--- config.mk ---
export PLATFORM = sky130hd
export DESIGN_NAME = spi_qpi_psram_controller_top_flat
export DESIGN_NICKNAME = d
export VERILOG_FILES = /design/src/rtl/core/sqpc_pkg.sv /design/src/rtl/core/sqpc_if.sv /design/src/rtl/core/spi_qpi_psram_controller_top.sv /design/src/rtl/core/sqpc_engine.sv /design/src/flat_wrapper.sv
export SDC_FILE = /design/constraint.sdc
export NUM_CORES = 1
export LEC_CHECK = 0
export BUFFER_PORTS_ARGS = -buffer_cell sky130_fd_sc_hd__buf_2
export CORE_MARGIN = 2
export CORE_UTILIZATION = 53
export CTS_CLUSTER_SIZE = 40
export DETAILED_ROUTE_END_ITERATION = 16
export PLACE_DENSITY = 0.74
export SYNTH_ARGS = -nofsm -noshare
export SYNTH_HDL_FRONTEND = slang
export SYNTH_HIERARCHICAL = 1
export SYNTH_SLANG_ARGS = --single-unit
--- constraint.sdc ---
create_clock -name clk -period 3.3 [get_ports clk]
set_input_delay 0.33 -clock clk [delete_from_list [all_inputs] [get_ports clk]]
set_output_delay 0.33 -clock clk [all_outputs]
set_load 0.01 [all_outputs]
--- src/rtl/core/sqpc_pkg.sv ---
// Package for the serial/quad PSRAM controller: sizes, codes and shared types.
// Used by the channel interfaces, the transfer engine and the top level.
`default_nettype none

package sqpc_pkg;

  localparam int ADDR_BITS = 24;
  localparam int LEN_BITS  = 16;
  localparam int ADDR_NIB  = (ADDR_BITS + 3) / 4;
  localparam int TX_BITS   = 8 + 4 * ADDR_NIB;
  localparam int BC_W      = $clog2(TX_BITS + 1);

  localparam logic [7:0] OPC_READ  = 8'h03;
  localparam logic [7:0] OPC_FREAD = 8'h0B;
  localparam logic [7:0] OPC_WRITE = 8'h02;
  localparam logic [7:0] OPC_ENTER = 8'h35;
  localparam logic [7:0] OPC_EXIT  = 8'hF5;
  localparam logic [7:0] OPC_ID    = 8'h9F;

  localparam logic [3:0] DUMMY_RESET = 4'd4;

  typedef enum logic [2:0] {
    CMD_TICK  = 3'd0,
    CMD_READ  = 3'd1,
    CMD_WRITE = 3'd2,
    CMD_ID    = 3'd3,
    CMD_ENTER = 3'd4,
    CMD_EXIT  = 3'd5
  } cmd_t;

  typedef enum logic [2:0] {
    OP_NONE  = 3'd0,
    OP_SREAD = 3'd1,
    OP_WRITE = 3'd2,
    OP_ID    = 3'd3,
    OP_ENTER = 3'd4,
    OP_EXIT  = 3'd5,
    OP_QREAD = 3'd6
  } op_t;

  typedef enum logic [2:0] {
    PH_IDLE  = 3'd0,
    PH_CMD   = 3'd1,
    PH_DUMMY = 3'd2,
    PH_RX    = 3'd3,
    PH_TX    = 3'd4
  } phase_t;

  typedef enum logic [1:0] {
    ST_OK   = 2'd0,
    ST_BUSY = 2'd1,
    ST_MODE = 2'd2
  } status_t;

  typedef struct packed {
    logic [2:0]  cmd;
    logic [23:0] addr;
    logic [15:0] length;
    logic [7:0]  write_byte;
    logic        miso_in;
    logic [3:0]  dq_in;
  } sqpc_item_t;

  typedef struct packed {
    logic       cs_n;
    logic       sck_pulse;
    logic [3:0] dq_out;
    logic [3:0] dq_oe;
    logic [7:0] rx_byte;
    logic       rx_valid;
    logic       write_taken;
    logic       done_res;
    logic [1:0] status;
  } sqpc_res_t;

endpackage

`default_nettype wire

--- src/rtl/core/sqpc_if.sv ---
// Valid/ready channel interfaces of the PSRAM controller: request, result and
// configuration write. Imports sqpc_pkg; the port widths are written out as literals.
`default_nettype none

interface sqpc_in_if import sqpc_pkg::*; ();
  logic        valid;
  logic        ready;
  logic [2:0]  cmd;
  logic [23:0] addr;
  logic [15:0] length;
  logic [7:0]  write_byte;
  logic        miso_in;
  logic [3:0]  dq_in;

  modport source (output valid, cmd, addr, length, write_byte, miso_in, dq_in,
                  input ready);
  modport sink (input valid, cmd, addr, length, write_byte, miso_in, dq_in,
                output ready);
endinterface

interface sqpc_out_if import sqpc_pkg::*; ();
  logic       valid;
  logic       ready;
  logic       cs_n;
  logic       sck_pulse;
  logic [3:0] dq_out;
  logic [3:0] dq_oe;
  logic [7:0] rx_byte;
  logic       rx_valid;
  logic       write_taken;
  logic       done_res;
  logic [1:0] status;

  modport source (output valid, cs_n, sck_pulse, dq_out, dq_oe, rx_byte, rx_valid,
                  write_taken, done_res, status, input ready);
  modport sink (input valid, cs_n, sck_pulse, dq_out, dq_oe, rx_byte, rx_valid,
                write_taken, done_res, status, output ready);
endinterface

interface sqpc_cfg_if import sqpc_pkg::*; ();
  logic       valid;
  logic       ready;
  logic [3:0] quad_dummy_clocks;

  modport source (output valid, quad_dummy_clocks, input ready);
  modport sink (input valid, quad_dummy_clocks, output ready);
endinterface

`default_nettype wire

--- src/rtl/core/spi_qpi_psram_controller_top.sv ---
// A request word's result is registered and shown in the cycle after acceptance.
// Throughput: one request word per cycle; each word is one bus clock of the PSRAM link.
// The request side keeps accepting while a result waits, as long as the output register
// is free or is being emptied in the same cycle.
// Reset (rst_n, synchronous, active low) returns to idle SPI mode with no pending result
// and sets the quad dummy clock count to 4.
`default_nettype none

module spi_qpi_psram_controller_top import sqpc_pkg::*; (
  input wire logic clk,
  input wire logic rst_n,
  sqpc_in_if.sink    in_chan,
  sqpc_out_if.source out_chan,
  sqpc_cfg_if.sink   cfg_chan
);

  logic       out_valid_r;
  sqpc_res_t  res_r;
  sqpc_res_t  res;
  sqpc_item_t item;
  logic [3:0] dummy_cfg_r;
  logic       in_ready;
  logic       accept;

  assign in_ready       = !out_valid_r || out_chan.ready;
  assign accept         = in_chan.valid && in_ready;
  assign in_chan.ready  = in_ready;
  assign cfg_chan.ready = 1'b1;

  assign item.cmd        = in_chan.cmd;
  assign item.addr       = in_chan.addr;
  assign item.length     = in_chan.length;
  assign item.write_byte = in_chan.write_byte;
  assign item.miso_in    = in_chan.miso_in;
  assign item.dq_in      = in_chan.dq_in;

  sqpc_engine u_engine (
    .clk       (clk),
    .rst_n     (rst_n),
    .step      (accept),
    .item      (item),
    .dummy_cfg (dummy_cfg_r),
    .res       (res)
  );

  always_ff @(posedge clk) begin
    if (!rst_n) begin
      dummy_cfg_r <= DUMMY_RESET;
    end else if (cfg_chan.valid) begin
      dummy_cfg_r <= cfg_chan.quad_dummy_clocks;
    end
  end

  always_ff @(posedge clk) begin
    if (!rst_n) begin
      out_valid_r <= 1'b0;
    end else if (accept) begin
      out_valid_r <= 1'b1;
    end else if (out_chan.ready) begin
      out_valid_r <= 1'b0;
    end
  end

  always_ff @(posedge clk) begin
    if (accept) begin
      res_r <= res;
    end
  end

  assign out_chan.valid       = out_valid_r;
  assign out_chan.cs_n        = res_r.cs_n;
  assign out_chan.sck_pulse   = res_r.sck_pulse;
  assign out_chan.dq_out      = res_r.dq_out;
  assign out_chan.dq_oe       = res_r.dq_oe;
  assign out_chan.rx_byte     = res_r.rx_byte;
  assign out_chan.rx_valid    = res_r.rx_valid;
  assign out_chan.write_taken = res_r.write_taken;
  assign out_chan.done_res    = res_r.done_res;
  assign out_chan.status      = res_r.status;

endmodule

`default_nettype wire

--- src/rtl/core/sqpc_engine.sv ---
// Transfer engine: bus state registers and the per-word step logic.
// Depends on sqpc_pkg for codes, sizes and the word and result types.
`default_nettype none

module sqpc_engine import sqpc_pkg::*; (
  input  wire logic       clk,
  input  wire logic       rst_n,
  input  wire logic       step,
  input  wire sqpc_item_t item,
  input  wire logic [3:0] dummy_cfg,
  output sqpc_res_t       res
);

  phase_t               phase_r, phase_nxt;
  op_t                  op_r, op_nxt;
  logic                 quad_r, quad_nxt;
  logic [TX_BITS-1:0]   tx_r, tx_nxt;
  logic [BC_W-1:0]      bc_r, bc_nxt;
  logic [LEN_BITS-1:0]  left_r, left_nxt;
  logic [7:0]           rx_r, rx_nxt;
  logic [3:0]           dummy_r, dummy_nxt;

  logic [31:0]          addr_wide;
  logic [ADDR_BITS-1:0] addr_a;
  logic [23:0]          len_wide;
  logic [LEN_BITS-1:0]  len_a;
  logic                 wide;
  logic                 new_wide;
  logic [BC_W-1:0]      w;
  logic [BC_W-1:0]      bc_dec;
  logic [LEN_BITS-1:0]  left_dec;
  logic [7:0]           rx_new;
  logic [7:0]           tx_byte;
  logic [BC_W-1:0]      tx_bc;
  logic [3:0]           dummy_dec;

  function automatic logic [3:0] cmd_unit(logic [TX_BITS-1:0] tx, logic [BC_W-1:0] bc,
                                          logic wd);
    logic [BC_W-1:0]    uw;
    logic [TX_BITS-1:0] sh;
    uw = wd ? BC_W'(4) : BC_W'(1);
    sh = tx >> (bc - uw);
    if (bc < uw) begin
      return 4'd0;
    end
    return wd ? sh[3:0] : {3'b000, sh[0]};
  endfunction

  assign addr_wide = {8'h00, item.addr};
  assign addr_a    = addr_wide[ADDR_BITS-1:0];
  assign len_wide  = {8'h00, item.length};
  assign len_a     = len_wide[LEN_BITS-1:0];
  assign wide      = (op_r == OP_QREAD) || (op_r == OP_EXIT);
  assign w         = wide ? BC_W'(4) : BC_W'(1);
  assign left_dec  = left_r - LEN_BITS'(1);
  assign dummy_dec = dummy_r - 4'd1;

  always_ff @(posedge clk) begin
    if (!rst_n) begin
      phase_r <= PH_IDLE;
      op_r    <= OP_NONE;
      quad_r  <= 1'b0;
      tx_r    <= '0;
      bc_r    <= '0;
      left_r  <= '0;
      rx_r    <= '0;
      dummy_r <= '0;
    end else if (step) begin
      phase_r <= phase_nxt;
      op_r    <= op_nxt;
      quad_r  <= quad_nxt;
      tx_r    <= tx_nxt;
      bc_r    <= bc_nxt;
      left_r  <= left_nxt;
      rx_r    <= rx_nxt;
      dummy_r <= dummy_nxt;
    end
  end

  always_comb begin
    phase_nxt = phase_r;
    op_nxt    = op_r;
    quad_nxt  = quad_r;
    tx_nxt    = tx_r;
    bc_nxt    = bc_r;
    left_nxt  = left_r;
    rx_nxt    = rx_r;
    dummy_nxt = dummy_r;
    new_wide  = 1'b0;
    bc_dec    = (bc_r >= w) ? bc_r - w : '0;
    rx_new    = (op_r == OP_QREAD) ? {rx_r[3:0], item.dq_in} : {rx_r[6:0], item.miso_in};
    tx_byte   = tx_r[7:0];
    tx_bc     = bc_r;
    res       = '0;
    res.cs_n  = 1'b1;
    res.status = ST_OK;

    unique case (phase_r)
      PH_IDLE: begin
        if (item.cmd != CMD_TICK) begin
          op_nxt = OP_NONE;
          if (!quad_r) begin
            if (item.cmd == CMD_READ || item.cmd == CMD_WRITE || item.cmd == CMD_ID ||
                item.cmd == CMD_ENTER) begin
              op_nxt = op_t'(item.cmd);
            end
          end else if (item.cmd == CMD_READ) begin
            op_nxt = OP_QREAD;
          end else if (item.cmd == CMD_EXIT) begin
            op_nxt = OP_EXIT;
          end
          if (op_nxt == OP_NONE) begin
            op_nxt     = op_r;
            res.status = ST_MODE;
          end else begin
            left_nxt  = '0;
            dummy_nxt = '0;
            bc_nxt    = BC_W'(8 + ADDR_BITS);
            unique case (op_nxt)
              OP_SREAD: begin
                tx_nxt   = TX_BITS'({OPC_READ, addr_a});
                left_nxt = len_a;
              end
              OP_WRITE: begin
                tx_nxt   = TX_BITS'({OPC_WRITE, addr_a});
                left_nxt = len_a;
              end
              OP_ID: begin
                tx_nxt   = TX_BITS'({OPC_ID, {ADDR_BITS{1'b0}}});
                left_nxt = LEN_BITS'(2);
              end
              OP_ENTER: begin
                tx_nxt = TX_BITS'(OPC_ENTER);
                bc_nxt = BC_W'(8);
              end
              OP_EXIT: begin
                tx_nxt = TX_BITS'(OPC_EXIT);
                bc_nxt = BC_W'(8);
              end
              default: begin
                tx_nxt    = {OPC_FREAD, (4 * ADDR_NIB)'(addr_a)};
                bc_nxt    = BC_W'(TX_BITS);
                left_nxt  = len_a;
                dummy_nxt = dummy_cfg;
              end
            endcase
            new_wide   = (op_nxt == OP_QREAD) || (op_nxt == OP_EXIT);
            phase_nxt  = PH_CMD;
            res.cs_n   = 1'b0;
            res.dq_oe  = new_wide ? 4'hF : 4'h1;
            res.dq_out = cmd_unit(tx_nxt, bc_nxt, new_wide);
          end
        end
      end
      PH_CMD: begin
        res.dq_oe  = wide ? 4'hF : 4'h1;
        res.dq_out = cmd_unit(tx_r, bc_r, wide);
        bc_nxt     = bc_dec;
        if (bc_dec == '0) begin
          priority case (op_r)
            OP_QREAD, OP_SREAD, OP_ID: begin
              if (op_r == OP_QREAD && dummy_r != 4'd0) begin
                phase_nxt = PH_DUMMY;
              end else if (left_r == '0) begin
                phase_nxt    = PH_IDLE;
                res.done_res = 1'b1;
              end else begin
                phase_nxt = PH_RX;
                bc_nxt    = BC_W'(8);
                rx_nxt    = '0;
              end
            end
            OP_WRITE: begin
              if (left_r == '0) begin
                phase_nxt    = PH_IDLE;
                res.done_res = 1'b1;
              end else begin
                phase_nxt = PH_TX;
              end
            end
            OP_ENTER: begin
              quad_nxt     = 1'b1;
              phase_nxt    = PH_IDLE;
              res.done_res = 1'b1;
            end
            default: begin
              quad_nxt     = 1'b0;
              phase_nxt    = PH_IDLE;
              res.done_res = 1'b1;
            end
          endcase
        end
      end
      PH_DUMMY: begin
        dummy_nxt = dummy_dec;
        if (dummy_dec == 4'd0) begin
          if (left_r == '0) begin
            phase_nxt    = PH_IDLE;
            res.done_res = 1'b1;
          end else begin
            phase_nxt = PH_RX;
            bc_nxt    = BC_W'(8);
            rx_nxt    = '0;
          end
        end
      end
      PH_RX: begin
        rx_nxt = rx_new;
        bc_nxt = bc_dec;
        if (bc_dec == '0) begin
          res.rx_valid = 1'b1;
          res.rx_byte  = rx_new;
          left_nxt     = left_dec;
          if (left_dec == '0) begin
            phase_nxt    = PH_IDLE;
            res.done_res = 1'b1;
          end else begin
            bc_nxt = BC_W'(8);
            rx_nxt = '0;
          end
        end
      end
      default: begin
        if (bc_r == '0 || bc_r > BC_W'(8)) begin
          tx_byte         = item.write_byte;
          tx_bc           = BC_W'(8);
          res.write_taken = 1'b1;
        end
        tx_nxt     = TX_BITS'(tx_byte);
        res.dq_oe  = 4'h1;
        res.dq_out = {3'b000, tx_byte[3'(tx_bc - BC_W'(1))]};
        bc_nxt     = tx_bc - BC_W'(1);
        if (bc_nxt == '0) begin
          left_nxt = left_dec;
          if (left_dec == '0) begin
            phase_nxt    = PH_IDLE;
            res.done_res = 1'b1;
          end
        end
      end
    endcase

    if (phase_r != PH_IDLE) begin
      res.cs_n      = 1'b0;
      res.sck_pulse = 1'b1;
      if (item.cmd != CMD_TICK) begin
        res.status = ST_BUSY;
      end
    end
  end

endmodule

`default_nettype wire
--- src/flat_wrapper.sv ---
// flat-port wrapper written by rule: the top's interface ports become plain ports
module spi_qpi_psram_controller_top_flat import sqpc_pkg::*;
  (clk, rst_n, in_chan_valid, in_chan_cmd, in_chan_addr, in_chan_length, in_chan_write_byte, in_chan_miso_in, in_chan_dq_in, in_chan_ready, out_chan_valid, out_chan_cs_n, out_chan_sck_pulse, out_chan_dq_out, out_chan_dq_oe, out_chan_rx_byte, out_chan_rx_valid, out_chan_write_taken, out_chan_done_res, out_chan_status, out_chan_ready, cfg_chan_valid, cfg_chan_quad_dummy_clocks, cfg_chan_ready);
  sqpc_in_if in_chan_i ();
  sqpc_out_if out_chan_i ();
  sqpc_cfg_if cfg_chan_i ();
  input wire logic clk;
  input wire logic rst_n;
  input wire logic [$bits(in_chan_i.valid)-1:0] in_chan_valid;
  input wire logic [$bits(in_chan_i.cmd)-1:0] in_chan_cmd;
  input wire logic [$bits(in_chan_i.addr)-1:0] in_chan_addr;
  input wire logic [$bits(in_chan_i.length)-1:0] in_chan_length;
  input wire logic [$bits(in_chan_i.write_byte)-1:0] in_chan_write_byte;
  input wire logic [$bits(in_chan_i.miso_in)-1:0] in_chan_miso_in;
  input wire logic [$bits(in_chan_i.dq_in)-1:0] in_chan_dq_in;
  output wire logic [$bits(in_chan_i.ready)-1:0] in_chan_ready;
  output wire logic [$bits(out_chan_i.valid)-1:0] out_chan_valid;
  output wire logic [$bits(out_chan_i.cs_n)-1:0] out_chan_cs_n;
  output wire logic [$bits(out_chan_i.sck_pulse)-1:0] out_chan_sck_pulse;
  output wire logic [$bits(out_chan_i.dq_out)-1:0] out_chan_dq_out;
  output wire logic [$bits(out_chan_i.dq_oe)-1:0] out_chan_dq_oe;
  output wire logic [$bits(out_chan_i.rx_byte)-1:0] out_chan_rx_byte;
  output wire logic [$bits(out_chan_i.rx_valid)-1:0] out_chan_rx_valid;
  output wire logic [$bits(out_chan_i.write_taken)-1:0] out_chan_write_taken;
  output wire logic [$bits(out_chan_i.done_res)-1:0] out_chan_done_res;
  output wire logic [$bits(out_chan_i.status)-1:0] out_chan_status;
  input wire logic [$bits(out_chan_i.ready)-1:0] out_chan_ready;
  input wire logic [$bits(cfg_chan_i.valid)-1:0] cfg_chan_valid;
  input wire logic [$bits(cfg_chan_i.quad_dummy_clocks)-1:0] cfg_chan_quad_dummy_clocks;
  output wire logic [$bits(cfg_chan_i.ready)-1:0] cfg_chan_ready;
  assign in_chan_i.valid = in_chan_valid;
  assign in_chan_i.cmd = in_chan_cmd;
  assign in_chan_i.addr = in_chan_addr;
  assign in_chan_i.length = in_chan_length;
  assign in_chan_i.write_byte = in_chan_write_byte;
  assign in_chan_i.miso_in = in_chan_miso_in;
  assign in_chan_i.dq_in = in_chan_dq_in;
  assign in_chan_ready = in_chan_i.ready;
  assign out_chan_valid = out_chan_i.valid;
  assign out_chan_cs_n = out_chan_i.cs_n;
  assign out_chan_sck_pulse = out_chan_i.sck_pulse;
  assign out_chan_dq_out = out_chan_i.dq_out;
  assign out_chan_dq_oe = out_chan_i.dq_oe;
  assign out_chan_rx_byte = out_chan_i.rx_byte;
  assign out_chan_rx_valid = out_chan_i.rx_valid;
  assign out_chan_write_taken = out_chan_i.write_taken;
  assign out_chan_done_res = out_chan_i.done_res;
  assign out_chan_status = out_chan_i.status;
  assign out_chan_i.ready = out_chan_ready;
  assign cfg_chan_i.valid = cfg_chan_valid;
  assign cfg_chan_i.quad_dummy_clocks = cfg_chan_quad_dummy_clocks;
  assign cfg_chan_ready = cfg_chan_i.ready;
  spi_qpi_psram_controller_top u_core (.clk(clk), .rst_n(rst_n), .in_chan(in_chan_i), .out_chan(out_chan_i), .cfg_chan(cfg_chan_i));
endmodule
==> run summary <==
The clock reaches the later pin of the worst-skew pair after 0.35 ns. The die covers 13100 µm². Leading area contributor after synthesis: sky130_fd_sc_hd__dfxtp_1. The final layout contains 883 nets. Registers take 2150 µm². The number of cells traversed by the worst register-to-register path was 11.

The count of filler cells inserted in the layout is 1010. In this run the mean area of a mapped cell was 8.65 µm². The run gives 28.4 mm as the first-pass GRT wire length. The tools report the kind of end point of the critical path as a flip-flop. The total overflow left after global routing is 0.

The number of antenna repair diodes was 0; the post-route setup TNS was 0 ns. In this run, the number of DRC markers left after iteration 0 of detailed routing was 551. After clock tree synthesis, the clock-pin slew on the worst setup and hold paths is 0.07 ns. The worst setup path is launched from a flip-flop.

The highest net fanout along the worst path came out at 23. The capture endpoint of the worst hold path was u_core/dummy_cfg_r[2]. The run gives 3.50 ns as the worst endpoint required time.

Setup violations remaining at the end of the flow were counted as 0. The run gives 3.27 ns as the arrival time at the worst endpoint. Compared with the post-synthesis result, the final layout area differs by 15.1%. The logs give 0 for the number of max-cap violations and 79 for the number of distinct library cells after synthesis. For the pin with the worst max-slew slack, the measured transition is 0.697 ns.

The number of failing hold endpoints at the final stage was 0; the share of the synthesized area in the top cell type was 0.227. The global-route total usage across every layer was 0.270. Once detail routing completed, the nets flagged for antenna violations numbered 0. The worst-case IR drop observed on VDD is 0.243 mV. Synthesized flop and latch total: 96. Power spread over the standard cell area amounts to 562 nW/µm².

TritonCTS built the clock tree. Clock tree synthesis selected as its root buffer the cell sky130_fd_sc_hd__clkbuf_16. The multi-input logic area was 4010 µm²; the row count was 40.

The number of warnings issued by yosys came out at 6. In this run the count of I/O pins placed on the die edge is 91. After detailed routing, the total wire length is 17.5 mm. The tree built by TritonCTS fans out to 96 sinks. The design area is 7420 µm², and the number of levels in the clock H-tree is 3. The run gives 0.539 as the starting utilization of the core area. The synthesized design contains 23 enable-type register cells. Between clock sinks in the finished design, the worst skew comes to 0.00455 ns. The overall die height was 114 µm; the maximum count of clock buffers along a single path was 2. The via count of the first global-routing pass is 5741, and the post-synthesis adder-cell area fraction is 0.0175. The kind of path behind the tightest hold check is in -> reg. In this run the most critical hold path is launched from cfg_chan_quad_dummy_clocks[2]. The share of the synthesized area in compound gates (AO/OA/AOI/OAI) was 0.235; the core outline area was 12000 µm².

The basic-gate share of the synthesized area counting and, or, nand and nor cells was 0.218. The fmax is 0.326 GHz, and the register-to-register setup slack is 0.24 ns. The sequential share of the synthesized area was 0.334. The overall die width works out to 114 µm. The XOR/XNOR share of the synthesized area was 0.0258. Setup repair after global routing left no endpoint under its margin. The share of cell area taken by muxes after synthesis is 0.115. The number of slew-limit violations in the final report was 0; the headroom to the max-slew limit was 0.535. After detailed routing, the number of remaining DRC violations is 0. The average via count per standard cell was 6.41. The critical path class was reg -> reg. Counting every instance in the synthesized netlist gives 745. Routability-driven placement finished with a final weighted congestion of 0.952.

The HPWL after detailed placement was 12.5 mm; the clock buffer count from CTS was 9. After synthesis, the largest family of logic cells by area is compound AO/OA/AOI/OAI gates. The final clock period utilization by the worst path is 0.928, and the fraction of layout instances using a drive strength above 1 is 0.217. The flow ran to the end, and the final reports show no timing, DRC or antenna violations. The number of antenna violations at the first check in global routing is 0, and the maximum number of pins on one net before global-route repair is 44. The vias after detailed routing is 6158.

In this run the critical register-to-register path is captured at u_core/out_chan.dq_out[3]. For this design the static power due to leakage is 2.96 nW. The share of synthesized flip-flops with an asynchronous set or reset is 0.

In this run the cell area of the synthesized design comes to 6440 µm². Counting instances, the worst hold path has a depth of 3. Synthesis produced a netlist with a net count of 819. Count of input and output buffers: 89. Reg-to-reg startpoint: u_core/u_engine/op_r[1]. Dividing the detail-routed wire length by the instance count gives 18.2 µm. The dominant synthesized flop cell is sky130_fd_sc_hd__dfxtp_1. Sorting the synthesized cells by area gives the leading types as sky130_fd_sc_hd__dfxtp_1 (23%), sky130_fd_sc_hd__edfxtp_1 (11%), sky130_fd_sc_hd__mux2i_1 (5.9%).

After detailed placement, the total cell area comes to 7060 µm². The first detailed-routing pass took 5 iterations. The clock period minus final worst setup slack was 3.06 ns.
## worst max-delay path, stage by stage, from the launching register on
cell,delay (ns)
sky130_fd_sc_hd__dfxtp_1,0.44
sky130_fd_sc_hd__xor2_2,0.19
sky130_fd_sc_hd__nand2_1,0.11
sky130_fd_sc_hd__ha_1,0.33
sky130_fd_sc_hd__buf_4,0.18
sky130_fd_sc_hd__xnor2_2,0.21
sky130_fd_sc_hd__buf_12,0.22
sky130_fd_sc_hd__mux2i_1,0.15
sky130_fd_sc_hd__mux4_2,0.50
sky130_fd_sc_hd__a211oi_1,0.29
sky130_fd_sc_hd__a21oi_1,0.09
sky130_fd_sc_hd__o21ai_0,0.18
## how the worst max path moves through the flow
stage | endpoint | depth (start not counted) | start
after floorplan | u_core/u_engine/left_r[5] | 14 | u_core/u_engine/bc_r[3]
after global placement | u_core/u_engine/left_r[11] | 11 | u_core/u_engine/op_r[0]
after detailed placement | u_core/u_engine/left_r[5] | 11 | u_core/u_engine/op_r[0]
after CTS | u_core/u_engine/left_r[5] | 11 | u_core/u_engine/op_r[0]
after global routing | u_core/out_chan.dq_out[3] | 11 | u_core/u_engine/op_r[1]
final | u_core/out_chan.dq_out[3] | 11 | u_core/u_engine/op_r[1]
## cell usage in the layout, fill, tap and decap left out, types with 6 or more instances in the layout
master and n:
sky130_fd_sc_hd__nand2_1 43, sky130_fd_sc_hd__nand2b_1 14, sky130_fd_sc_hd__o31ai_1 7, sky130_fd_sc_hd__or3_1 7, sky130_fd_sc_hd__o21a_1 7, sky130_fd_sc_hd__dfxtp_1 72, sky130_fd_sc_hd__buf_4 23, sky130_fd_sc_hd__nand3b_1 7
sky130_fd_sc_hd__nand3_1 20, sky130_fd_sc_hd__a31oi_1 11, sky130_fd_sc_hd__and3_1 7, sky130_fd_sc_hd__o22ai_1 6, sky130_fd_sc_hd__buf_2 89, sky130_fd_sc_hd__a21oi_1 41, sky130_fd_sc_hd__a32o_1 9, sky130_fd_sc_hd__nand4_1 7
sky130_fd_sc_hd__nor2b_1 17, sky130_fd_sc_hd__o211a_1 6, sky130_fd_sc_hd__nor2_1 77, sky130_fd_sc_hd__mux4_2 14, sky130_fd_sc_hd__edfxtp_1 23, sky130_fd_sc_hd__a211oi_1 17, sky130_fd_sc_hd__ha_1 9, sky130_fd_sc_hd__mux2i_1 38
sky130_fd_sc_hd__xor2_1 10, sky130_fd_sc_hd__a22oi_1 26, sky130_fd_sc_hd__o21ai_0 25, sky130_fd_sc_hd__clkbuf_16 9, sky130_fd_sc_hd__inv_1 19, sky130_fd_sc_hd__nor3_1 30, sky130_fd_sc_hd__nor3b_1 8
## through the flow
stage	setup WS (ns)	hold WS (ns)	utilization	power [mW]	instances
6_report	0.236	0.193	0.620	4.17	961
5_1_grt	0.0322	0.203	0.620	4.38	961
4_1_cts	0.0612	0.191	0.617	4.13	961
3_5_place_dp	0.117	0.471	0.590	3.00	945
3_3_place_gp	0.284	0.465	0.590	2.95	945
2_1_floorplan	0.0192	0.392	-	2.56	745
## report_power, final
group / total (mW) / internal (mW) / switching [mW] / leakage [nW]
logic: 1.59 / 0.678 / 0.912 / 1.98
clock network: 1.14 / 0.680 / 0.463 / 0.150
registers: 1.43 / 1.30 / 0.132 / 0.829
## cells in the mapped netlist, types with 7 or more instances
library cell	instances
sky130_fd_sc_hd__o31ai_1	7
sky130_fd_sc_hd__a22oi_1	26
sky130_fd_sc_hd__ha_1	9
sky130_fd_sc_hd__mux4_2	14
sky130_fd_sc_hd__and3_1	7
sky130_fd_sc_hd__nand3b_1	7
sky130_fd_sc_hd__nand2b_1	14
sky130_fd_sc_hd__inv_1	19
sky130_fd_sc_hd__nor3b_1	8
sky130_fd_sc_hd__edfxtp_1	23
sky130_fd_sc_hd__clkbuf_1	53
sky130_fd_sc_hd__nor2_1	77
sky130_fd_sc_hd__nand3_1	20
sky130_fd_sc_hd__a31oi_1	11
sky130_fd_sc_hd__mux2i_1	38
sky130_fd_sc_hd__a211oi_1	17
sky130_fd_sc_hd__or3_1	7
sky130_fd_sc_hd__nor3_1	31
sky130_fd_sc_hd__nand2_1	43
sky130_fd_sc_hd__xnor2_1	8
sky130_fd_sc_hd__o22ai_1	7
sky130_fd_sc_hd__nor2b_1	17
sky130_fd_sc_hd__nand4_1	7
sky130_fd_sc_hd__o21a_1	7
sky130_fd_sc_hd__a21oi_1	41
sky130_fd_sc_hd__o21ai_0	25
sky130_fd_sc_hd__a32o_1	9
sky130_fd_sc_hd__xor2_1	11
sky130_fd_sc_hd__dfxtp_1	73
## cell families (layout without fill, tap and decap cells)
kind of cell | Yosys count | after routing
XOR/XNOR | 19 | 19
AND/OR/NAND/NOR | 270 | 270
adder cells (fa/ha/maj) | 9 | 9
buffers and inverters | 84 | 153
flip-flops | 96 | 96
other | 1 | 1
AO/OA/AOI/OAI | 210 | 210
multiplexers | 56 | 56
## per-layer routing
layer  wire, µm  GRT usage
met1       7740      0.371
met2       8200      0.429
met3       1150     0.0386
met4        404      0.109
met5          0          0
## sequential cells by signal, indices dropped and copies added (netlist names)
register and flops:
u_core/u_engine/phase_r 3, u_core/out_chan.valid 1, u_core/u_engine/rx_r 7, u_core/dummy_cfg_r 4, u_core/out_chan.status 2, u_core/out_chan.dq_out 4
u_core/u_engine/op_r 3, u_core/u_engine/tx_r 28, u_core/u_engine/dummy_r 4, u_core/out_chan.rx_byte 8, u_core/u_engine/bc_r 6, u_core/out_chan.cs_n 1
u_core/out_chan.dq_oe 4, u_core/out_chan.sck_pulse 1, u_core/u_engine/quad_r 1, u_core/out_chan.write_taken 1, u_core/out_chan.done_res 1, u_core/u_engine/left_r 16
u_core/out_chan.rx_valid 1
## final cells by class
class,count,area share
multi-input combinational,565,0.540
sequential,96,0.290
timing repair buffer,115,0.0903
clock buffer,10,0.0322
tap,147,0.0248
clock inverter,6,0.0111
inverter,22,0.0111
## repair_timing
action                     4_1_cts  5_1_grt
setup endpoints to repair        0       22
resized for setup                0        7
hold buffers                     0        0
setup buffers                    0        0
No activity file was read; power rests on OpenSTA's default activity.
